<file path="src/svvt_ram.sv">
// Generic single-write, single-read synchronous RAM with registered read data.
module svvt_ram #(
    parameter int DEPTH = 64,
    parameter int WIDTH = 8,
    parameter int AW    = (DEPTH > 1) ? $clog2(DEPTH) : 1
) (
    input  logic             clk,
    input  logic             we,
    input  logic [AW-1:0]    waddr,
    input  logic [WIDTH-1:0] wdata,
    input  logic             re,
    input  logic [AW-1:0]    raddr,
    output logic [WIDTH-1:0] rdata
);

    logic [WIDTH-1:0] mem [DEPTH];
    logic [WIDTH-1:0] rdata_reg;

    // Write port
    always_ff @(posedge clk)
    begin
        if (we)
        begin
            mem[waddr] <= wdata;
        end
    end

    // Read port, registered read data
    always_ff @(posedge clk)
    begin
        if (re)
        begin
            rdata_reg <= mem[raddr];
        end
    end

    assign rdata = rdata_reg;

endmodule

</file>
<file path="config.mk">
export PLATFORM = sky130hd
export DESIGN_NAME = svvt_ram
export DESIGN_NICKNAME = d
export VERILOG_FILES = /design/src/svvt_ram.sv
export SDC_FILE = /design/constraint.sdc
export NUM_CORES = 1
export LEC_CHECK = 0
export BUFFER_PORTS_ARGS = -buffer_cell sky130_fd_sc_hd__buf_2
export CAP_MARGIN = 20
export CORE_UTILIZATION = 55
export CTS_CLUSTER_DIAMETER = 30
export DETAILED_ROUTE_END_ITERATION = 8
export GPL_ROUTABILITY_DRIVEN = 0
export PLACE_DENSITY_LB_ADDON = 0.15
export SETUP_SLACK_MARGIN = 0.4
export SYNTH_ARGS = -nofsm -noshare
export SYNTH_HDL_FRONTEND = slang
export SYNTH_SLANG_ARGS = --single-unit
</file>
<file path="constraint.sdc">
create_clock -name clk -period 5.3 [get_ports clk]
set_input_delay 0.53 -clock clk [delete_from_list [all_inputs] [get_ports clk]]
set_output_delay 0.53 -clock clk [all_outputs]
set_load 0.02 [all_outputs]
</file>
# Yosys cells after proc, flatten, opt, wreduce, memory -nomap -nowiden
# Memories as Yosys holds them, arrays and structs flattened. A register that Yosys moved wholly into a read port is not among the register bits.
# Cells that the tools add are included.
dict set report classes {
  muxes 2
}
# op count
set op_table {}
lappend op_table {{$mux W1} 2}
dict set report totals {
  regBits 0
  ramBits 512
  input_bits 23
  output_inout_bits 8
  word_cells 3
  n_memories 1
}
# memory depth word_bits rd rd_ports_with_merged_regs wr line
set mem_list {}
lappend mem_list {mem 64 8 1 1 1 16} ;# logic [WIDTH-1:0] mem [DEPTH];

# Logic depth before layout (Yosys ltp)
# Gate-level depths: netlist of the first run.
dict set report logic_depth {
  ltp_word 2
  depth_mapped 9
  depth_no_buf 5
}

# Least setup slack after synthesis of the first run
# Ideal clock, no wire load.
dict set report synth_timing {
  kind {input to register}
  from {input port raddr[1]}
  to {register rdata_reg[3], in the netlist rdata[3] (read register of mem) (data pin)}
  setup_time_ns 0.266
  arrival_time_ns 2.070
  required_time_ns 5.034
  path_slack_ns 2.964
  stages 7
  n_path_buf 3
  path_cell_list {buf_4 buf_2 buf_2 mux4_2 mux4_2 o21ai_1 o41ai_1}
}
# element line
set synth_lines {}
lappend synth_lines {{from (decl)} 12} ;# input logic [AW-1:0] raddr,
lappend synth_lines {{to (decl)} 17} ;# logic [WIDTH-1:0] rdata_reg;

==> metrics.txt, run 1 <==
status=finished clean; Resized cells post-CTS=0; Util after Layout=0.6719; CP Data Arrival Time=between 3 and 4 ns; Worst EP required=roughly 5.6 ns; CTS tree=built; max FFs per register=roughly 510; Post-Route WL=44.86 mm; Core ar.=35,910 um2; total power=11.00 mW; Ports=31; cell row count=between 60 and 70; drt drc=0; fin crit period=2.798 ns; Max Root-Sink Buffers=3; critical-path maximum fanout=47; antenna violations before repair=2; post-synth cell types=39; worst hold path type=in -> reg; number of global-route vias before repair=10.18k; slowest CP cell=buf_4; Final ANT Viol Nets=0; Mapped Cells=940; worst vdd ir=311.5 uV; Simple-Gate Fraction of Synth Area=0.03374; DR pass1 iterations=5; final hold vios=0; largest net degree at the start of global routing=78; Critical Path Max Stage Delay=between 0.6 and 0.7 ns; Worst Setup Start Kind=primary input; buffer and inverter count on the worst path=2; Avg Inst Size Synth=21.54 um2; Reg-to-Reg Start=mem[47][0]$_DFFE_PP_; H-Tree Level Count=3; worst slack, placed=1.817 ns; setup TNS=0 ns; main combinational cell family by area after synthesis=multiplexers; global route overflow=0; nets@finish=approximately 1.1k; Synth Area in Adders=0; design area=about 24,000 um2; Critical Path, Cell by Cell=buf_4 > buf_4 > mux4_2 > mux2_2 > o311ai_1 > nand2_1; CP Capture Type=flop; synthesized area=20,250 um2; placed instance area=20,810 um2; hold_buf cts=0; WHS=0.2609 ns; Setup WS post-layout=~2.5 ns; number of synthesized flops with an enable pin=520; Layout area overhead=19.19%; RSZ-0062 raised after global routing=false; die height=slightly below 200 um; Seq/Total Area, Yosys=0.7712; Worst Setup Path Type=in -> reg; worst r2r path cells=4; # Post-CTS Setup Buffers=0; clock-pin slew on the worst setup and hold paths=0.05 ns; Worst Hold Launch=wdata[4]; proportion of layout cells with a drive suffix above 1=0.3088; GRT Util Overall=0.2480; die area=37,580 um2; Clock Root Buffer=clkbuf_16; Cell Pwr Density=455.7 nW/um2; fin crit share=0.5279; initial DRC count=980; first-pass GRT wire length=66.94 mm; synthesized net count=~960; hold depth=1; Num CTS Buffers=96; xor/xnor share of the synthesized area=0; Max transition margin=0.3435; f_max=approximately 360 MHz; # clock sinks=520; vias per cell=about 6.3; routed vias=approximately 9.9k; Synth Warn #=0; Hold Path End=mem[59][4]$_DFFE_PP_; critical path's most frequent cell=buf_4; Crit path max-delay family=buffers and inverters; Final Max Tran Viols=0; HPWL Detailed=25.40 mm; Fillers=2,290; ys flop type=edfxtp_1; FF+latch count, synth=520; Leak=7.741 nW; ant diodes=0; Compound-Gate Fraction of Synth Area=0.02064; clock insertion delay at the later pin of the skew report=0.60 ns; final non-filler cell total=1,575; Slew @ Worst Pin=roughly 0.98 ns; async set-reset flop share out of synthesis=0; Starting Density=0.5638; Final setup viols=0; Die Span X=193.9 um; WL per Instance=28.48 um; Worst Skew=0.01976 ns; placed cells=1,395; Max-Cap Viols=0; Reg2Reg Setup Slack=3.06 ns; endpoint of the worst register-to-register path=rdata[0]$_DFFE_PP_; PortBufs=30; mux cell area share after synthesis=0.1588
==> kinds of logic after synthesis <==
kind of cell    Yosys count
compound gates           54
buf+inv                  51
flops                   520
mux                     162
simple gates            153
==> worst register-to-register path: cells and delay by family, from the launching register on <==
| family | cells | cell delay (ns) |
|---|---|---|
| multiplexers | 2 | 0.79 |
| AO/OA/AOI/OAI | 2 | 0.83 |
| flip-flops | 1 | 0.35 |
==> Yosys cell counts, types with 3 or more instances <==
cell type,number,share of area
edfxtp_1,520,0.77
mux4_2,126,0.14
nor2_1,83,0.015
mux2i_1,23,0.011
nand2_1,19,0.0035
clkbuf_1,17,0.0032
nor2b_1,14,0.0043
buf_4,13,0.0048
mux2_2,13,0.0072
nand3_1,13,0.0032
buf_2,11,0.0027
o221ai_1,8,0.0035
o22ai_1,8,0.0025
nand2b_1,7,0.0022
nor3_1,7,0.0017
a221oi_1,6,0.0026
a211oi_1,4,0.0015
buf_1,4,0.00074
buf_6,4,0.0022
a21oi_1,3,0.00074
a22oi_1,3,0.0011
nand3b_1,3,0.0011
o2111ai_1,3,0.0013
o2bb2ai_1,3,0.0013
==> per-layer routing <==
metal,vias up,track usage,part of all wire
met1,5162,0.3623,0.43
met2,454,0.3626,0.46
li1,4179,-,-
met5,-,0,0.00036
met3,86,0.06645,0.088
met4,4,0.09465,0.028
==> power by group <==
part / internal, mW / leakage, nW / switching, mW / total (mW)
Clock: 3.98 / 1.53 / 2.02 / 5.99
Combinational: 0.157 / 1.52 / 0.263 / 0.420
Sequential: 4.57 / 4.69 / 0.0135 / 4.59
Total: 8.71 / 7.74 / 2.29 / 11.0
==> how the worst max path moves through the flow <==
stage | from | to | slack, ns | cells past startpoint
after CTS | raddr[0] | rdata[5]$_DFFE_PP_ | 2.44 | 6
final | raddr[2] | rdata[7]$_DFFE_PP_ | 2.50 | 6
after detailed placement | raddr[0] | rdata[5]$_DFFE_PP_ | 1.82 | 6
after floorplan | raddr[1] | rdata[3]$_DFFE_PP_ | 2.96 | 7
after global routing | raddr[0] | rdata[5]$_DFFE_PP_ | 2.32 | 6
after global placement | raddr[0] | rdata[1]$_DFFE_PP_ | 1.82 | 7
==> area by class of cell <==
cell class	count	area, um2	share of cell area
clock buffers	111	2544	0.1054
clock inverters	65	698.2	0.02893
multi-input cells	369	4317	0.1789
flip-flops and latches	520	15620	0.6471
well taps	461	576.8	0.02390
repair buffers	49	381.6	0.01581
==> layout by cell type, fill, tap and decap left out, types with 3 or more instances in the layout <==
cell        count
a21oi_1         3
nand2b_1        7
clkinv_4       10
bufinv_16      11
inv_6           6
buf_4          15
nor3_1          7
nand3b_1        3
o22ai_1         8
o2111ai_1       3
nor2_1         83
mux4_2        126
clkinvlp_4     16
clkbuf_16     100
clkinv_2       10
nand2_1        19
edfxtp_1      520
buf_2          27
nor2b_1        14
mux2_2         13
a211oi_1        4
a221oi_1        6
nand3_1        13
mux2i_1        23
buf_12          6
o2bb2ai_1       3
a22oi_1         3
o221ai_1        8
clkbuf_1       11
clkinv_1       11
Note: power is estimated with default switching activity, not from simulation.
==> run 2, diff against run 1 <==
==> constraint.sdc (replaced) <==
create_clock -name clk -period 2.5 [get_ports clk]
set_input_delay 0.25 -clock clk [delete_from_list [all_inputs] [get_ports clk]]
set_output_delay 0.25 -clock clk [all_outputs]
set_load 0.02 [all_outputs]
==> run 2 against run 1 <==
  * Sequential power increased by 110%
  * Core utilization grew 2.9 points
  * Wire length up 4.3%
  * First-iteration DRC count up 23%
  * Final cell count increased by 7.1%
  * Via count up 5.6%
  * Clock skew fell by 0.0033 ns
  * Flip-flop and latch count unchanged
  * Critical endpoint is now rdata[4]$_DFFE_PP_
  * Largest cell class unchanged
  * Largest power group unchanged
  * Highest routed layer is now met4
==> metrics.txt, run 2 (synthesis results as in run 1) <==
# clock sinks=520 (unchanged); GRT Util Overall=0.2593 (+0.01129); commonest non-fill, non-tap cell in the layout=edfxtp_1; proportion of layout cells with a drive suffix above 1=0.3785 (+0.06967); HPWL Detailed=28.55 mm (+12%); Worst EP required=2.83 ns (-2.79 ns); DR pass1 iterations=5 (unchanged); first-pass GRT wire length=70.07 mm (+4.7%); Num CTS Buffers=94 (-2.1%); routed vias=10.44k (+5.6%); Worst Setup Path Type=reg -> reg; worst vdd ir=557.1 uV (+79%); die area=37,580 um2 (unchanged); worst r2r path cells=5 (+1); Post-Route WL=46.80 mm (+4.3%); Max-Cap Viols=0 (unchanged); CTS tree=built; nets@finish=1,170 (+10%); Leak=8.447 nW (+9.1%); ant diodes=0 (unchanged); vias per cell=6.190 (-1.4%); clock-pin slew on the worst setup and hold paths=0.05 ns (about the same); final hold vios=0 (unchanged); worst hold path type=in -> reg; Layout area overhead=24.35%; clock insertion delay at the later pin of the skew report=0.61 ns (about the same); Clock Root Buffer=clkbuf_16; number of global-route vias before repair=10.75k (+5.6%); WL per Instance=27.74 um (-2.6%); f_max=between 400 and 500 MHz; global route overflow=0 (unchanged); Core ar.=35,910 um2 (unchanged); drt drc=0 (unchanged); die height=193.9 um (unchanged); placed instance area=21,800 um2 (+4.7%); Worst Skew=0.01647 ns (-0.003298 ns); status=finished clean; cell row count=69 (unchanged); Max Root-Sink Buffers=3 (unchanged); CP Data Arrival Time=2.39 ns (-0.73 ns); initial DRC count=1,202 (+23%); antenna violations before repair=0 (-2); Die Span X=193.9 um (unchanged); total power=23.86 mW (+120%); Final Max Tran Viols=0 (unchanged); design area=25,180 um2 (+4.3%); H-Tree Level Count=3 (unchanged); CP Capture Type=flop; Ports=31 (unchanged); Final ANT Viol Nets=0 (unchanged); RSZ-0062 raised after global routing=false; Final setup viols=0 (unchanged); PortBufs=30 (unchanged); Max transition margin=0.5046 (+0.1611); Worst Setup Start Kind=flop; commonest cells after routing, fill and taps aside=edfxtp_1 (520), mux4_2 (126), buf_4 (120); Slew @ Worst Pin=0.7431 ns (-0.2381 ns); hold depth=1 (unchanged); fin crit share=0.8231; critical-path maximum fanout=1 (-98%); # Post-CTS Setup Buffers=0 (unchanged); Starting Density=0.5638 (unchanged); fin crit period=2.058 ns; max FFs per register=512 (unchanged); Cell Pwr Density=947.7 nW/um2 (+110%); largest net degree at the start of global routing=65 (-17%)
## run 2: changes by cell type in the layout (fill, tap and decap cells not counted), moves of 5 or more
| cell | change |
|---|---|
| buf_4 | +105 |
| clkinvlp_4 | -9 |
| buf_12 | +7 |
| bufinv_16 | +5 |
| clkbuf_1 | -5 |
| clkinv_2 | +5 |
| inv_6 | +5 |
## run 2: critical path, cell delays in order, from the launching register on
cell and delay (ns):
edfxtp_1 0.36, mux4_2 0.46, mux2_2 0.28, o221a_2 0.29, nor3_2 0.26, o32ai_1 0.13
## run 2: what timing repair did
item                                    in CTS  in global routing
endpoints found under the setup margin       2                  1
cloned                                       0                  0
resized for setup                            2                  1
pin swaps                                    0                  1
hold buffers                                 1                  0
endpoints found under the hold margin        1                  0
## run 2: path summary, 6_finish.rpt
check	startpoint	slack [ns]	to
min reg2reg	mem[19][1]$_DFFE_PP_	0.89	rdata[1]$_DFFE_PP_
max reg2reg	mem[29][4]$_DFFE_PP_	0.44	rdata[4]$_DFFE_PP_
min	re	0.03	rdata[7]$_DFFE_PP_
max	mem[29][4]$_DFFE_PP_	0.44	rdata[4]$_DFFE_PP_
## run 2: layout make-up
| cell class | instances | area (um2) |
|---|---|---|
| flip-flops and latches | 520 | 15620 |
| fillers | 2201 | 10740 |
| multi-input cells | 369 | 4332 |
| clock buffers | 104 | 2475 |
| repair buffers | 162 | 1320 |
| clock inverters | 71 | 859.6 |
| well taps | 461 | 576.8 |
## run 2: stage by stage
step	setup TNS (ns)	utilization	hold WS, ns	worst slack, ns	cells
after floorplan	0	-	0.3489	0.4437	940
after global placement	-0.1892	0.6069	0.4605	-0.07647	1510
after detailed placement	-0.3769	0.6069	0.4676	-0.1439	1510
after CTS	0	0.7003	0.004192	0.3496	1686
after global routing	0	0.7011	0.01313	0.4030	1687
final	0	0.7011	0.02797	0.4421	1687
## run 2: metal layers
| metal | vias up | global-route usage | part of all wire |
|---|---|---|---|
| met3 | 71 | 0.04714 | 0.079 |
| met4 | 0 | 0.08965 | 0.023 |
| met5 | - | 0 | 0 |
| met1 | 5488 | 0.3830 | 0.42 |
| met2 | 482 | 0.3958 | 0.48 |
| li1 | 4401 | - | - |
## run 2: where the power goes
group | leakage (nW) | switching [mW] | internal, mW | total (mW)
sequential | 4.69 | 0.0272 | 9.69 | 9.72
combinational | 2.14 | 0.588 | 0.407 | 0.995
clock | 1.62 | 4.33 | 8.82 | 13.1
total | 8.45 | 4.94 | 18.9 | 23.9
