$ cat config.mk
export PLATFORM = sky130hd
export DESIGN_NAME = svvt_engine
export DESIGN_NICKNAME = d
export VERILOG_FILES = /design/src/svvt_pkg.sv /design/src/svvt_engine.sv
export SDC_FILE = /design/constraint.sdc
export NUM_CORES = 1
export LEC_CHECK = 0
export BUFFER_PORTS_ARGS = -buffer_cell sky130_fd_sc_hd__buf_2
export CORE_AREA = 2 2 239 241
export CTS_CLUSTER_SIZE = 16
export DETAILED_ROUTE_END_ITERATION = 6
export DIE_AREA = 0 0 241 243
export GPL_ROUTABILITY_DRIVEN = 0
export PLACE_DENSITY = 0.54
export SETUP_SLACK_MARGIN = 0.02
export SLEW_MARGIN = 5
export SYNTH_ARGS = -nofsm -noshare
export SYNTH_HDL_FRONTEND = slang
export SYNTH_SLANG_ARGS = --single-unit
$ cat constraint.sdc
create_clock -name clk -period 15.9 [get_ports clk]
set_clock_uncertainty 0.2 [all_clocks]
set_input_delay 3.975 -clock clk [delete_from_list [all_inputs] [get_ports clk]]
set_output_delay 3.975 -clock clk [all_outputs]
set_load 0.01 [all_outputs]
$ cat src/svvt_pkg.sv
// Shared types, constants and helpers for the sorted version vector table.
package svvt_pkg;

    // Table geometry
    localparam int TABLE_DEPTH = 64;
    localparam int ADDR_W      = (TABLE_DEPTH > 1) ? $clog2(TABLE_DEPTH) : 1;
    localparam int CNT_W       = $clog2(TABLE_DEPTH + 1);

    // Field widths
    localparam int KEY_W     = 128;
    localparam int HALF_W    = 64;
    localparam int SIZE_W    = 5;
    localparam int CODE_W    = 3;
    localparam int COUNTER_W = 64;

    // Legal identifier sizes in bytes
    localparam logic [SIZE_W-1:0] ID_SIZE_MIN = 5'd17;
    localparam logic [SIZE_W-1:0] ID_SIZE_MAX = 5'd24;

    typedef enum logic [2:0] {
        ST_INSERTED = 3'd0,
        ST_RAISED   = 3'd1,
        ST_KEPT     = 3'd2,
        ST_MISMATCH = 3'd3,
        ST_FULL     = 3'd4
    } status_t;

    typedef enum logic [2:0] {
        S_IDLE,
        S_SEARCH,
        S_COMPARE,
        S_SHIFT,
        S_DONE
    } state_t;

    // One table row
    typedef struct packed {
        logic [KEY_W-1:0]     key;
        logic [CODE_W-1:0]    code;
        logic [COUNTER_W-1:0] counter;
    } entry_t;

    localparam int ENTRY_W = $bits(entry_t);

    // Request bundle from the engine to the table memory
    typedef struct packed {
        logic              we;
        logic [ADDR_W-1:0] waddr;
        entry_t            wdata;
        logic              re;
        logic [ADDR_W-1:0] raddr;
    } ram_req_t;

    // Finished result from the engine
    typedef struct packed {
        status_t          status;
        logic [CNT_W-1:0] count;
    } result_t;

    // Keep only the low (code + 1) bytes of the counter
    function automatic logic [COUNTER_W-1:0] mask_counter(
        input logic [COUNTER_W-1:0] value,
        input logic [CODE_W-1:0]    code
    );
        logic [CODE_W-1:0] drop_bytes;
        logic [5:0]        drop_bits;
        drop_bytes = 3'd7 - code;
        drop_bits  = {drop_bytes, 3'b000};
        return value & ({COUNTER_W{1'b1}} >> drop_bits);
    endfunction

endpackage

$ cat src/svvt_engine.sv
// Search, update and insert sequencer working on the table memory.
module svvt_engine
    import svvt_pkg::*;
(
    input  logic                 clk,
    input  logic                 rst_n,
    input  logic                 in_valid,
    output logic                 in_ready,
    input  logic [HALF_W-1:0]    key_high,
    input  logic [HALF_W-1:0]    key_low,
    input  logic [SIZE_W-1:0]    id_size,
    input  logic [COUNTER_W-1:0] counter_value,
    output logic                 res_valid,
    output result_t              res,
    input  logic                 res_ready,
    output ram_req_t             ram_req,
    input  entry_t               ram_rdata
);

    state_t state_reg, state_next;

    logic [CNT_W-1:0]     used_reg, used_next;
    logic [KEY_W-1:0]     key_reg, key_next;
    logic [CODE_W-1:0]    code_reg, code_next;
    logic [COUNTER_W-1:0] cnt_reg, cnt_next;
    logic [CNT_W-1:0]     lo_reg, lo_next;
    logic [CNT_W-1:0]     hi_reg, hi_next;
    logic [ADDR_W-1:0]    mid_reg, mid_next;
    logic [ADDR_W-1:0]    shift_rd_reg, shift_rd_next;
    logic [CNT_W-1:0]     rd_left_reg, rd_left_next;
    logic                 wr_pend_reg, wr_pend_next;
    logic [ADDR_W-1:0]    wr_addr_reg, wr_addr_next;
    status_t              status_reg, status_next;

    logic             size_ok;
    logic [CODE_W-1:0] in_code;
    logic [CNT_W:0]   mid_sum;
    logic [ADDR_W-1:0] mid;
    logic             table_full;
    logic             key_less;
    logic             key_eq;
    logic             shift_done;
    entry_t           new_entry;

    // Input decode
    assign size_ok = (id_size >= ID_SIZE_MIN) && (id_size <= ID_SIZE_MAX);
    assign in_code = CODE_W'(id_size - ID_SIZE_MIN);

    // Binary search midpoint and table status
    assign mid_sum    = {1'b0, lo_reg} + {1'b0, hi_reg};
    assign mid        = mid_sum[ADDR_W:1];
    assign table_full = (used_reg == CNT_W'(TABLE_DEPTH));

    // Key compare against the row read back
    assign key_less   = ram_rdata.key < key_reg;
    assign key_eq     = ram_rdata.key == key_reg;
    assign shift_done = (rd_left_reg == '0) && !wr_pend_reg;

    assign new_entry.key     = key_reg;
    assign new_entry.code    = code_reg;
    assign new_entry.counter = cnt_reg;

    // Next state
    always_comb
    begin
        state_next = state_reg;
        case (state_reg)
            S_IDLE:
            begin
                if (in_valid)
                begin
                    state_next = size_ok ? S_SEARCH : S_DONE;
                end
            end
            S_SEARCH:
            begin
                if (lo_reg == hi_reg)
                begin
                    state_next = table_full ? S_DONE : S_SHIFT;
                end
                else
                begin
                    state_next = S_COMPARE;
                end
            end
            S_COMPARE:
            begin
                state_next = key_eq ? S_DONE : S_SEARCH;
            end
            S_SHIFT:
            begin
                if (shift_done)
                begin
                    state_next = S_DONE;
                end
            end
            S_DONE:
            begin
                if (res_ready)
                begin
                    state_next = S_IDLE;
                end
            end
            default:
            begin
                state_next = S_IDLE;
            end
        endcase
    end

    // Outputs, memory requests and datapath updates
    always_comb
    begin
        in_ready      = 1'b0;
        res_valid     = 1'b0;
        ram_req       = '0;
        used_next     = used_reg;
        key_next      = key_reg;
        code_next     = code_reg;
        cnt_next      = cnt_reg;
        lo_next       = lo_reg;
        hi_next       = hi_reg;
        mid_next      = mid_reg;
        shift_rd_next = shift_rd_reg;
        rd_left_next  = rd_left_reg;
        wr_pend_next  = wr_pend_reg;
        wr_addr_next  = wr_addr_reg;
        status_next   = status_reg;

        case (state_reg)
            S_IDLE:
            begin
                in_ready = 1'b1;
                if (in_valid)
                begin
                    key_next    = {key_high, key_low};
                    code_next   = in_code;
                    cnt_next    = mask_counter(counter_value, in_code);
                    lo_next     = '0;
                    hi_next     = used_reg;
                    status_next = ST_MISMATCH;
                end
            end
            S_SEARCH:
            begin
                if (lo_reg == hi_reg)
                begin
                    // lo_reg is the insert position
                    if (table_full)
                    begin
                        status_next = ST_FULL;
                    end
                    else
                    begin
                        shift_rd_next = ADDR_W'(used_reg - CNT_W'(1));
                        rd_left_next  = used_reg - lo_reg;
                        wr_pend_next  = 1'b0;
                    end
                end
                else
                begin
                    ram_req.re    = 1'b1;
                    ram_req.raddr = mid;
                    mid_next      = mid;
                end
            end
            S_COMPARE:
            begin
                if (key_eq)
                begin
                    if (ram_rdata.code != code_reg)
                    begin
                        status_next = ST_MISMATCH;
                    end
                    else if (cnt_reg > ram_rdata.counter)
                    begin
                        ram_req.we    = 1'b1;
                        ram_req.waddr = mid_reg;
                        ram_req.wdata = new_entry;
                        status_next   = ST_RAISED;
                    end
                    else
                    begin
                        status_next = ST_KEPT;
                    end
                end
                else if (key_less)
                begin
                    lo_next = CNT_W'(mid_reg) + CNT_W'(1);
                end
                else
                begin
                    hi_next = CNT_W'(mid_reg);
                end
            end
            S_SHIFT:
            begin
                // Move rows up one place, top down, one per cycle
                if (rd_left_reg != '0)
                begin
                    ram_req.re    = 1'b1;
                    ram_req.raddr = shift_rd_reg;
                    shift_rd_next = shift_rd_reg - ADDR_W'(1);
                    rd_left_next  = rd_left_reg - CNT_W'(1);
                    wr_pend_next  = 1'b1;
                    wr_addr_next  = shift_rd_reg + ADDR_W'(1);
                end
                else
                begin
                    wr_pend_next = 1'b0;
                end
                if (wr_pend_reg)
                begin
                    ram_req.we    = 1'b1;
                    ram_req.waddr = wr_addr_reg;
                    ram_req.wdata = ram_rdata;
                end
                else if (shift_done)
                begin
                    ram_req.we    = 1'b1;
                    ram_req.waddr = lo_reg[ADDR_W-1:0];
                    ram_req.wdata = new_entry;
                    used_next     = used_reg + CNT_W'(1);
                    status_next   = ST_INSERTED;
                end
            end
            S_DONE:
            begin
                res_valid = 1'b1;
            end
            default:
            begin
                res_valid = 1'b0;
            end
        endcase
    end

    assign res.status = status_reg;
    assign res.count  = used_reg;

    // Control state
    always_ff @(posedge clk or negedge rst_n)
    begin
        if (!rst_n)
        begin
            state_reg   <= S_IDLE;
            used_reg    <= '0;
            wr_pend_reg <= 1'b0;
            rd_left_reg <= '0;
        end
        else
        begin
            state_reg   <= state_next;
            used_reg    <= used_next;
            wr_pend_reg <= wr_pend_next;
            rd_left_reg <= rd_left_next;
        end
    end

    // Item payload and search pointers
    always_ff @(posedge clk)
    begin
        key_reg      <= key_next;
        code_reg     <= code_next;
        cnt_reg      <= cnt_next;
        lo_reg       <= lo_next;
        hi_reg       <= hi_next;
        mid_reg      <= mid_next;
        shift_rd_reg <= shift_rd_next;
        wr_addr_reg  <= wr_addr_next;
        status_reg   <= status_next;
    end

endmodule
After elaboration in Yosys (flattened, before gate mapping)
Index checks and enable logic that the tools add are counted.
{"block": "op_classes", "n_mul": 0, "addsub": 10, "n_reduce_logical": 19, "n_shift": 1, "muxes": 48, "eq_ne": 20, "n_lt_le_gt_ge": 4, "n_div": 0, "bitwise": 3}
{"op": "2-to-1 mux 202 bit", "count": 5}
{"op": "case mux 202 bit (2 select lines)", "count": 1}
{"op": "equality test 128 bit", "count": 1}
{"op": "< comparator 128 bit", "count": 1}
{"op": "2-to-1 mux 7 bit", "count": 11}
{"op": "AND 64 bit", "count": 1}
{"op": "> comparator 64 bit", "count": 1}
{"op": ">> shifter 64 x 6 -> 64 bit, first input constant", "count": 1}
{"op": "case mux 7 bit (2 select lines)", "count": 4}
{"op": "2-to-1 mux 3 bit", "count": 13}
{"op": "!= test 2 bit, second input constant", "count": 12}
{"op": "2-to-1 mux 6 bit", "count": 3}
{"op": "case mux 3 bit (5 select lines)", "count": 1}
{"op": "case mux 3 bit (4 select lines)", "count": 1}
{"op": "case mux 6 bit (2 select lines)", "count": 1}
{"op": "AND reduction 4 bit", "count": 3}
{"op": "subtractor 6 x 1 -> 6 bit, second input constant", "count": 2}
{"op": "AND reduction 3 bit", "count": 3}
{"op": "adder 6 x 1 -> 7 bit, second input constant", "count": 1}
{"op": "adder 7 x 1 -> 7 bit, second input constant", "count": 1}
{"op": "adder 7 bit", "count": 1}
{"op": "equality test 7 bit", "count": 1}
{"op": "equality test 7 bit, second input constant", "count": 1}
{"op": "logical NOT 7 bit", "count": 1}
{"op": "23 further kinds", "count": 34}
{"block": "totals", "ff_bits": 248, "output_inout_bits": 221, "ramBits": 0, "input_bits": 396, "word_cells": 118, "n_memories": 0, "latchBits": 0, "rom_bits": 0}

Depth between registers and ports, before layout
Gate-level depths: netlist of the first run.
{"block": "logic_depth", "ltp_word": 5, "depth_mapped": 13, "mapped_depth_nobuf": 10}

Least setup slack after synthesis of the first run
Ideal clock, no wire load.
{"block": "synth_timing", "kind": "input to output", "from": "input ram_rdata[45] (netlist name)", "to": "output ram_req[100] (netlist name)", "path_buffers": 3, "required_time_ns": 11.725, "slack_ns": 5.500, "arrival_time_ns": 6.225, "cell_stages": 13, "path_cell_list": "inv_1 > ha_1 > a21o_1 > a21oi_1 > o221ai_1 > a2111oi_2 > o211ai_1 > a311o_1 > a41o_1 > buf_6 > buf_6 > buf_6 > a22o_1"}
{"item": "start, declared", "line_no": "svvt_engine.sv:17", "text": "input entry_t ram_rdata"}
{"item": "end, declared", "line_no": "svvt_engine.sv:16", "text": "output ram_req_t ram_req,"}

==> impl_metrics.env, run 1 <==
export IMPL_outcome="completed"
export IMPL_cts_resized=0
export IMPL_cpPeakStageDelay_ps=850
export IMPL_muxShareOfSynthArea_pct=0.243
export IMPL_largest_reg_flops=128
export IMPL_arrival_ps=8070
export IMPL_clockRootBuffer="clkbuf_16"
export IMPL_setup_viol=0
export IMPL_worst_slack_ps=3660
export IMPL_cts_buffers_inserted=31
export IMPL_synth_top_family_by_area="compound AO/OA/AOI/OAI gates"
export IMPL_area_growth_pct=29.3
export IMPL_required_ps=11730
export IMPL_cts_path_max_buffers=3
export IMPL_tns_ps=0
export IMPL_io_buffer_count=616
export IMPL_worstHoldStart="rd_left_reg[2]"
export IMPL_fin_crit_ps=12240
export IMPL_crit_path_end="ram_req[28]"
export IMPL_antenna_found_initial=23
export IMPL_hold_viol_final=0
export IMPL_yosysWarnings=0
export IMPL_synth_cell_types=57
export IMPL_syn_inst=1528
export IMPL_final_max_slew_viol_count=0
export IMPL_path_class="in2out"
export IMPL_dieWidth_microns=241
export IMPL_wl_microns=60100
export IMPL_seq_area_frac_synth_pct=44.7
export IMPL_drive_above_1_share_pct=31.8
export IMPL_p_leak_nw=10.5
export IMPL_crit_fanout=107
export IMPL_cts_tree="built"
export IMPL_fin_util_pct=38.1
export IMPL_critPathLaunch="ram_rdata[85]"
export IMPL_grt_pass1_vias=14810
export IMPL_core_sq_um=56000
export IMPL_timing_rr_end="hi_reg[0]"
export IMPL_synth_simple_area_share_pct=10.8
export IMPL_drc=0
export IMPL_drv_cap=0
export IMPL_vias=14468
export IMPL_wl_per_cell_microns=20.5
export IMPL_io_pins=617
export IMPL_end_kind="output pin"
export IMPL_ff2ff_path_depth=10
export IMPL_die_y_microns=243
export IMPL_synth_cell_area_sq_um=16500
export IMPL_grt_max_degree=108
export IMPL_grtUsageTotal_pct=19.4
export IMPL_tightestPinTransition_ps=1080
export IMPL_dp_hpwl_microns=49100
export IMPL_synth_edf_count=230
export IMPL_cts_hold_buf=0
export IMPL_max_slew_margin_rel_pct=28.3
export IMPL_ff2ff_setup_slack_ps=11970
export IMPL_ys_ff_latch=248
export IMPL_grt_overflow_total=0
export IMPL_critPathLaunchType="primary input"
export IMPL_crit_chain="buf_2 -> ha_1 -> nand4_1 -> nor4_1 -> nand2_1 -> nor4_1 -> buf_4 -> a41o_4 -> buf_12 -> a22o_1 -> buf_2"
export IMPL_cts_reportedPaths_clkPinSlew_ps=60
export IMPL_cts_sinks=248
export IMPL_ys_async_sr_fraction_pct=7.26
export IMPL_finalCritPeriodShare_pct=77.0
export IMPL_syn_num_nets=2142
export IMPL_clk_latency_ps=590
export IMPL_synth_adder_area_share_pct=16.7
export IMPL_grt_pass1_wl_microns=86700
export IMPL_drt_pass1_iterations=5
export IMPL_synth_xor_area_share_pct=1.70
export IMPL_syn_avg_cell_area_sq_um=10.8
export IMPL_nets=2741
export IMPL_ant_nets=0
export IMPL_dieArea_sq_um=58600
export IMPL_critPathBufInv=4
export IMPL_rsz0062_at_grt="no"
export IMPL_viasPerCell=4.95
export IMPL_start_util_pct=29.4
export IMPL_htreeDepth=1
export IMPL_cp_top_family="simple AND/OR/NAND/NOR gates"
export IMPL_post_cts_buffers=0
export IMPL_worstSetupPathDepth=11
export IMPL_std_cell_rows=87
export IMPL_r2r_start="key_reg[37]"
export IMPL_synthFlopType="edfxtp_1"
export IMPL_cp_slowest_cell="a41o_4"
export IMPL_ir_drop_mv=0.0799
export IMPL_drt_iter0_markers=638
export IMPL_fmax_mhz=81.7
export IMPL_synth_compound_area_share_pct=18.8
export IMPL_pre_cts_ws_ps=3500
export IMPL_powerDensity_nw_per_um2=109
export IMPL_hold_path_class="reg2reg"
[worst min-delay path by stage]
stage,to,cells after the start
3_3_place_gp,rd_left_reg[5],2
6_report,rd_left_reg[2],2
4_1_cts,rd_left_reg[2],2
3_5_place_dp,rd_left_reg[2],2
2_1_floorplan,rd_left_reg[5],2
5_1_grt,rd_left_reg[2],2
[logic make-up after synthesis]
| kind of cell | after synthesis |
|---|---|
| compound gates | 415 |
| xor+xnor | 32 |
| fa+ha+maj | 218 |
| buf+inv | 278 |
| flops | 248 |
| mux | 4 |
| simple gates | 333 |
[tightest hold or removal path, stage by stage, from the launching register on]
cell and delay [ps]:
dfrtp_1 350, o21ai_0 70, o21ai_0 70
[power by group]
group	total (mW)	internal [mW]	leakage, nW	switching, mW
logic	0.614	0.237	7.62	0.377
clock network	0.707	0.408	0.487	0.299
registers	0.998	0.903	2.42	0.0955
total	2.32	1.55	10.5	0.771
[through the flow]
| stage | instances | hold WS [ps] | instance area [sq um] | total power [mW] |
|---|---|---|---|---|
| 2_1_floorplan | 1528 | 272 | 16500 | 1.39 |
| 3_3_place_gp | 2850 | 290 | 20200 | 1.61 |
| 3_5_place_dp | 2850 | 324 | 20200 | 1.63 |
| 4_1_cts | 2908 | 337 | 21300 | 2.34 |
| 5_1_grt | 2920 | 387 | 21300 | 2.47 |
| 6_report | 2924 | 329 | 21300 | 2.32 |
[synthesized netlist by cell type, types with 2 or more instances]
cell type	n	area share [%]
a21o_1	31	1.4
and4_1	6	0.32
o211ai_1	6	0.27
o21ai_1	2	0.061
or4_1	2	0.091
o21a_1	5	0.23
fa_1	2	0.24
o21ai_0	32	0.97
nor4_1	12	0.46
clkbuf_1	37	0.84
a221oi_1	8	0.43
mux2i_1	4	0.24
a211oi_1	7	0.32
or3_1	3	0.11
ha_1	216	16
xnor2_1	18	0.96
o31ai_1	3	0.14
nor3_1	20	0.61
o21bai_1	3	0.14
nor2b_1	14	0.53
and2_1	54	2.1
nand2b_1	9	0.34
or2_2	2	0.076
dfrtp_1	18	2.7
buf_6	18	1.2
nand3_1	41	1.2
a21boi_0	2	0.091
edfxtp_1	230	42
inv_1	218	5.0
a31oi_1	2	0.076
a22o_1	208	11
o22ai_1	4	0.15
nand2_1	69	1.6
a21oi_1	91	2.8
nand4_1	45	1.7
and3_1	8	0.30
buf_2	4	0.12
nor2_1	42	0.96
xor2_1	14	0.74
[per-layer routing]
layer	wire, microns	global-route usage [%]
met1	22200	21.0
met4	2500	7.63
met5	71	0
met2	30500	35.5
met3	4760	5.31
[layout make-up]
class	instances	area, sq um
diodes	16	40.0
clock buffers	36	795
clock inverters	22	216
fillers	5713	34700
inverters	219	822
multi-input cells	1002	7960
flip-flops and latches	248	7360
well taps	756	946
repair buffers	625	3160
[placed cells by master, fill, tap and decap left out, types with 7 or more instances in the layout]
master,instances
a22o_1,208
nand2_1,69
a211oi_1,7
edfxtp_1,230
nand2b_1,9
xor2_1,14
dfrtp_1,18
nor2b_1,14
clkbuf_16,31
nor2_1,42
clkinv_2,7
a21o_1,31
nor3_1,20
inv_1,218
nor4_1,11
a221oi_1,8
buf_2,616
nand3_1,41
buf_4,8
nand4_1,45
a21oi_1,91
ha_1,216
and2_1,53
diode_2,16
xnor2_1,18
and3_1,7
o21ai_0,32
Note: power is estimated with default switching activity, not from simulation.
==> run 2, diff against run 1 <==
--- a/config.mk
+++ b/config.mk
@@ -11,7 +11,7 @@
 export DETAILED_ROUTE_END_ITERATION = 6
 export DIE_AREA = 0 0 241 243
 export GPL_ROUTABILITY_DRIVEN = 0
-export PLACE_DENSITY = 0.54
+export PLACE_DENSITY = 0.56
 export SETUP_SLACK_MARGIN = 0.02
 export SLEW_MARGIN = 5
 export SYNTH_ARGS = -nofsm -noshare
==> constraint.sdc (replaced) <==
create_clock -name clk -period 10.3 [get_ports clk]
set_clock_uncertainty 0.2 [all_clocks]
set_input_delay 2.575 -clock clk [delete_from_list [all_inputs] [get_ports clk]]
set_output_delay 2.575 -clock clk [all_outputs]
set_load 0.01 [all_outputs]
==> impl_metrics.env, run 2 (synthesis results as in run 1) <==
export IMPL_outcome="completed"
export IMPL_htreeDepth=2
export IMPL_grt_overflow_total=0
export IMPL_dp_hpwl_microns=49800
export IMPL_hold_path_depth=2
export IMPL_path_class="in2out"
export IMPL_cts_hold_buf=0
export IMPL_powerDensity_nw_per_um2=172
export IMPL_min_to="rd_left_reg[5]"
export IMPL_cts_path_max_buffers=3
export IMPL_antenna_found_initial=18
export IMPL_drt_iter0_markers=635
export IMPL_finalNonFillerCells=2927
export IMPL_grt_max_degree=90
export IMPL_ir_drop_mv=0.140
export IMPL_fillCellCount=5672
export IMPL_setup_viol=0
export IMPL_worstHoldStart="rd_left_reg[5]"
export IMPL_hold_viol_final=0
export IMPL_ff2ff_path_depth=5
export IMPL_crit_fanout=84
export IMPL_tns_ps=0
export IMPL_placed_cells=2853
export IMPL_wl_microns=61200
export IMPL_io_buffer_count=616
export IMPL_drv_cap=0
export IMPL_p_leak_nw=10.6
export IMPL_final_common_cell="buf_2"
export IMPL_nets=2747
export IMPL_cts_buffers_inserted=34
export IMPL_viasPerCell=5.02
export IMPL_max_slew_margin_rel_pct=25.9
export IMPL_largest_reg_flops=128
export IMPL_cts_reportedPaths_clkPinSlew_ps=60
export IMPL_clk_latency_ps=540
export IMPL_die_y_microns=243
export IMPL_ant_nets=0
export IMPL_hold_path_class="reg2reg"
export IMPL_start_util_pct=29.4
export IMPL_required_ps=7530
export IMPL_end_kind="output pin"
export IMPL_clockRootBuffer="clkbuf_16"
export IMPL_ff2ff_setup_slack_ps=6590
export IMPL_grt_pass1_vias=15163
export IMPL_dieWidth_microns=241
export IMPL_post_cts_buffers=0
export IMPL_critPathLaunchType="primary input"
export IMPL_grt_pass1_wl_microns=89100
export IMPL_drive_above_1_share_pct=31.9
export IMPL_arrival_ps=6650
export IMPL_vias=14694
export IMPL_final_max_slew_viol_count=0
export IMPL_io_pins=617
export IMPL_tightestPinTransition_ps=1110
export IMPL_dieArea_sq_um=58600
export IMPL_cts_sinks=248
export IMPL_drt_pass1_iterations=5
export IMPL_fmax_mhz=106
export IMPL_fin_crit_ps=9430
export IMPL_layout_common_cells="buf_2 (616), edfxtp_1 (230), inv_1 (218)"
export IMPL_area_growth_pct=30.1
export IMPL_grtUsageTotal_pct=20.2
export IMPL_wl_per_cell_microns=20.9
export IMPL_whs_ps=355
export IMPL_cts_tree="built"
export IMPL_cts_resized=0
export IMPL_finalCritPeriodShare_pct=91.5
export IMPL_r2r_start="state_reg[1]"
export IMPL_rsz0062_at_grt="no"
export IMPL_timing_rr_end="key_reg[34]"
export IMPL_drc=0
export IMPL_std_cell_rows=87
export IMPL_core_sq_um=56000
run 2: changes by cell type in the layout (fill, tap and decap cells not counted), moves of 2 or more:
| cell | previous run | this run |
|---|---|---|
| clkbuf_16 | 31 | 34 |
| buf_4 | 8 | 10 |
| diode_2 | 16 | 13 |
| inv_6 | 0 | 2 |
| clkinv_4 | 3 | 0 |
| clkbuf_1 | 5 | 8 |
| clkinvlp_4 | 4 | 1 |
run 2: worst max-delay path by stage:
stage | startpoint | endpoint
global placement | ram_rdata[30] | ram_req[199]
floorplan | in_valid | lo_reg[0]
global route | ram_rdata[30] | ram_req[198]
CTS | ram_rdata[30] | ram_req[198]
detailed placement | ram_rdata[30] | ram_req[198]
finish | ram_rdata[30] | ram_req[199]
run 2: final cells by class:
type                       instances  area (sq um)  area share, %
inverter                         219           822           3.84
timing repair buffer             628          3200           14.9
clock buffer                      43           895           4.18
sequential                       248          7360           34.4
antenna                           13          32.5          0.152
clock inverter                    18           206          0.964
tap                              756           946           4.42
multi-input combinational       1002          7960           37.2
run 2: through the flow:
stage	total power [mW]	utilization (%)	worst slack [ps]	instance area, sq um
after floorplan	2.14	-	2030	16500
after global placement	2.48	36.2	796	20300
after detailed placement	2.51	36.2	771	20300
after CTS	3.72	38.2	771	21400
after global routing	3.90	38.3	682	21400
final	3.68	38.3	874	21400
run 2: power by group:
part / switching (mW) / internal [mW] / leakage (nW) / total (mW)
clock network: 0.467 / 0.718 / 0.538 / 1.18
logic: 0.582 / 0.365 / 7.64 / 0.947
registers: 0.151 / 1.39 / 2.42 / 1.54
total: 1.20 / 2.48 / 10.6 / 3.68
run 2: per-layer routing:
| layer | track usage, % | up-vias | part of all wire (%) |
|---|---|---|---|
| met3 | 5.22 | 123 | 7.5 |
| met5 | 0 | - | 0.21 |
| met2 | 36.9 | 584 | 51 |
| met4 | 9.30 | 18 | 4.7 |
| li1 | - | 6934 | - |
| met1 | 21.5 | 7035 | 37 |
run 2: worst max-delay path, cell delays in order:
cell	delay [ps]
buf_2	90
inv_1	100
ha_1	340
and4_1	210
nor4bb_1	780
and4bb_1	440
nand3_1	100
o211ai_1	170
a311o_1	230
a41o_4	500
buf_12	350
a22o_1	420
buf_2	210
==> run 3, diff against run 2 <==
--- a/config.mk
+++ b/config.mk
@@ -5,13 +5,14 @@
 export SDC_FILE = /design/constraint.sdc
 export NUM_CORES = 1
 export LEC_CHECK = 0
+export ABC_AREA = 1
 export BUFFER_PORTS_ARGS = -buffer_cell sky130_fd_sc_hd__buf_2
-export CORE_AREA = 2 2 239 241
+export CORE_AREA = 2 2 241 243
 export CTS_CLUSTER_SIZE = 16
 export DETAILED_ROUTE_END_ITERATION = 6
-export DIE_AREA = 0 0 241 243
+export DIE_AREA = 0 0 243 245
 export GPL_ROUTABILITY_DRIVEN = 0
-export PLACE_DENSITY = 0.56
+export PLACE_DENSITY = 0.63
 export SETUP_SLACK_MARGIN = 0.02
 export SLEW_MARGIN = 5
 export SYNTH_ARGS = -nofsm -noshare
==> impl_metrics.env, run 3 <==
export IMPL_dieArea_sq_um=59500
export IMPL_synth_top_area_share_pct=34.5
export IMPL_drive_above_1_share_pct=29.4
export IMPL_max_slew_margin_rel_pct=33.1
export IMPL_layout_area_seq_sq_um=7360
export IMPL_grtUsageMet3_pct=3.84
export IMPL_fillCellCount=5854
export IMPL_setup_viol=0
export IMPL_synth_edf_count=230
export IMPL_io_buffer_count=616
export IMPL_yosysMostFrequentCell="nand2_1"
export IMPL_powerDensity_nw_per_um2=190
export IMPL_drv_cap=0
export IMPL_cts_resized=0
export IMPL_cts_hold_buf=0
export IMPL_grtUsageTotal_pct=22.0
export IMPL_fmax_mhz=111
export IMPL_wl_microns=68300
export IMPL_required_ps=7530
export IMPL_p_int_mw=2.69
export IMPL_cts_buffers_inserted=31
export IMPL_worst_path_most_repeated_cell="nand2_1"
export IMPL_swShare_pct=42.4
export IMPL_path_class="in2out"
export IMPL_clockRootBuffer="clkbuf_16"
export IMPL_grt_max_degree=93
export IMPL_core_sq_um=57000
export IMPL_wl_per_cell_microns=18.2
export IMPL_antenna_found_initial=16
export IMPL_yosysWarnings=0
export IMPL_grt_util_met2_pct=38.7
export IMPL_clk_latency_ps=600
export IMPL_p_leak_nw=13.0
export IMPL_crit_fanout=92
export IMPL_crit_chain="buf_2 -> ha_1 -> nand2_1 -> nor2_1 -> nand2_1 -> nor3b_2 -> nand2_1 -> nor2_1 -> nand2_1 -> nor2_1 -> nand4_4 -> buf_12 -> o21bai_2 -> buf_2"
export IMPL_combinationalPowerShare_pct=41.0
export IMPL_r2r_start="rd_left_reg[0]"
export IMPL_cpPeakStageDelay_ps=610
export IMPL_critPathLaunchType="primary input"
export IMPL_synthFlopType="edfxtp_1"
export IMPL_layout_common_cells="buf_2 (616), nand2_1 (554), inv_1 (426)"
export IMPL_htreeDepth=1
export IMPL_drt_iter0_markers=956
export IMPL_grt_overflow_total=0
export IMPL_grt_pass1_wl_microns=102000
export IMPL_ys_async_sr_fraction_pct=7.26
export IMPL_post_cts_buffers=0
export IMPL_synth_common_cells="nand2_1 (555), inv_1 (428), a21oi_1 (231)"
export IMPL_ir_drop_mv=0.144
export IMPL_critPathLaunch="ram_rdata[122]"
export IMPL_hold_viol_final=0
export IMPL_die_y_microns=245
export IMPL_multi_input_area_sq_um=10500
export IMPL_synth_largest_area_cell="edfxtp_1"
export IMPL_synth_cell_area_sq_um=20000
export IMPL_dieWidth_microns=243
export IMPL_pwr_share_clk_pct=22.8
export IMPL_switchingPower_mw=1.98
export IMPL_ff2ff_setup_slack_ps=6100
export IMPL_dp_hpwl_microns=53400
export IMPL_end_kind="output pin"
export IMPL_largest_reg_flops=128
export IMPL_grt_busiest_layer="met2"
export IMPL_start_util_pct=35.1
export IMPL_synth_cell_types=40
export IMPL_syn_avg_cell_area_sq_um=8.39
export IMPL_synth_area_leaders="edfxtp_1 (35%), ha_1 (14%), nand2_1 (10%)"
export IMPL_vias=18344
export IMPL_ant_nets=0
export IMPL_ys_ff_latch=248
export IMPL_viasPerCell=4.88
export IMPL_pre_cts_ws_ps=1200
export IMPL_nets=3567
export IMPL_seq_area_frac_synth_pct=36.8
export IMPL_outcome="completed"
export IMPL_grtUsageMet1_pct=25.8
export IMPL_crit_path_end="ram_req[174]"
export IMPL_seqPwrFrac_pct=36.2
export IMPL_cp_slowest_cell="nand4_4"
export IMPL_rsz0062_at_grt="no"
export IMPL_area_growth_pct=23.4
export IMPL_p_total_mw=4.68
export IMPL_cts_reportedPaths_clkPinSlew_ps=60
export IMPL_grt_pass1_vias=18020
export IMPL_drc=0
export IMPL_hold_path_class="reg2reg"
export IMPL_cts_tree="built"
export IMPL_final_common_cell="buf_2"
export IMPL_std_cell_rows=88
export IMPL_worst_slack_ps=1260
export IMPL_arrival_ps=6260
export IMPL_syn_inst=2383
export IMPL_io_pins=617
export IMPL_tns_ps=0
export IMPL_syn_num_nets=2997
export IMPL_drt_pass1_iterations=5
export IMPL_ff2ff_path_depth=13
export IMPL_finalCritPeriodShare_pct=87.7
export IMPL_timing_rr_end="status_reg[0]"
export IMPL_fin_crit_ps=9040
export IMPL_cts_sinks=248
export IMPL_cts_path_max_buffers=3
export IMPL_tightestPinTransition_ps=1000
export IMPL_final_max_slew_viol_count=0
-- run 3: how the worst min path moves through the flow --
stage / startpoint / depth (start not counted) / to
floorplan: rd_left_reg[2] / 2 / rd_left_reg[2]
global placement: rd_left_reg[2] / 2 / rd_left_reg[2]
detailed placement: rd_left_reg[2] / 2 / rd_left_reg[2]
CTS: rd_left_reg[2] / 2 / rd_left_reg[2]
global route: rd_left_reg[2] / 2 / rd_left_reg[2]
finish: rd_left_reg[2] / 2 / rd_left_reg[2]
-- run 3: cell type report --
type | count | area share [%]
flip-flops and latches | 248 | 29.8
diodes | 15 | 0.152
clock inverters | 18 | 0.624
inverters | 432 | 6.59
multi-input cells | 1607 | 42.6
well taps | 765 | 3.88
repair buffers | 633 | 13.1
clock buffers | 39 | 3.27
-- run 3: worst max-delay path, delay by kind of cell --
kind	cells	cell delay, ps
buf+inv	3	770
compound gates	1	370
fa+ha+maj	1	280
simple gates	9	2030
-- run 3: metal layers --
layer | part of all wire (%) | wire (microns)
met1 | 39 | 26400
met2 | 49 | 33200
met3 | 7.4 | 5060
met4 | 5.2 | 3580
met5 | 0.078 | 53
-- run 3: metrics by stage --
step | cells | utilization [%] | hold slack [ps] | cell area [sq um]
global route | 3752 | 43.2 | 331 | 24700
floorplan | 2383 | - | 265 | 20000
CTS | 3742 | 43.2 | 300 | 24600
finish | 3757 | 43.2 | 293 | 24700
global placement | 3685 | 41.5 | 292 | 23700
detailed placement | 3685 | 41.5 | 283 | 23700
-- run 3: kinds of logic after synthesis --
| group | share of synthesized area [%] |
|---|---|
| simple gates | 15.2 |
| compound gates | 22.3 |
| xor+xnor | 1.14 |
| mux | 0.0563 |
| buf+inv | 10.8 |
| fa+ha+maj | 13.7 |
| flops | 36.8 |
-- run 3: power groups by stage --
stage               logic, mW  registers [mW]  clock network, mW
CTS                      1.93            1.69               1.09
global placement         1.90            1.70                  0
floorplan                1.31            1.69                  0
finish                   1.92            1.69               1.07
global route             2.19            1.73               1.13
detailed placement       1.91            1.71                  0
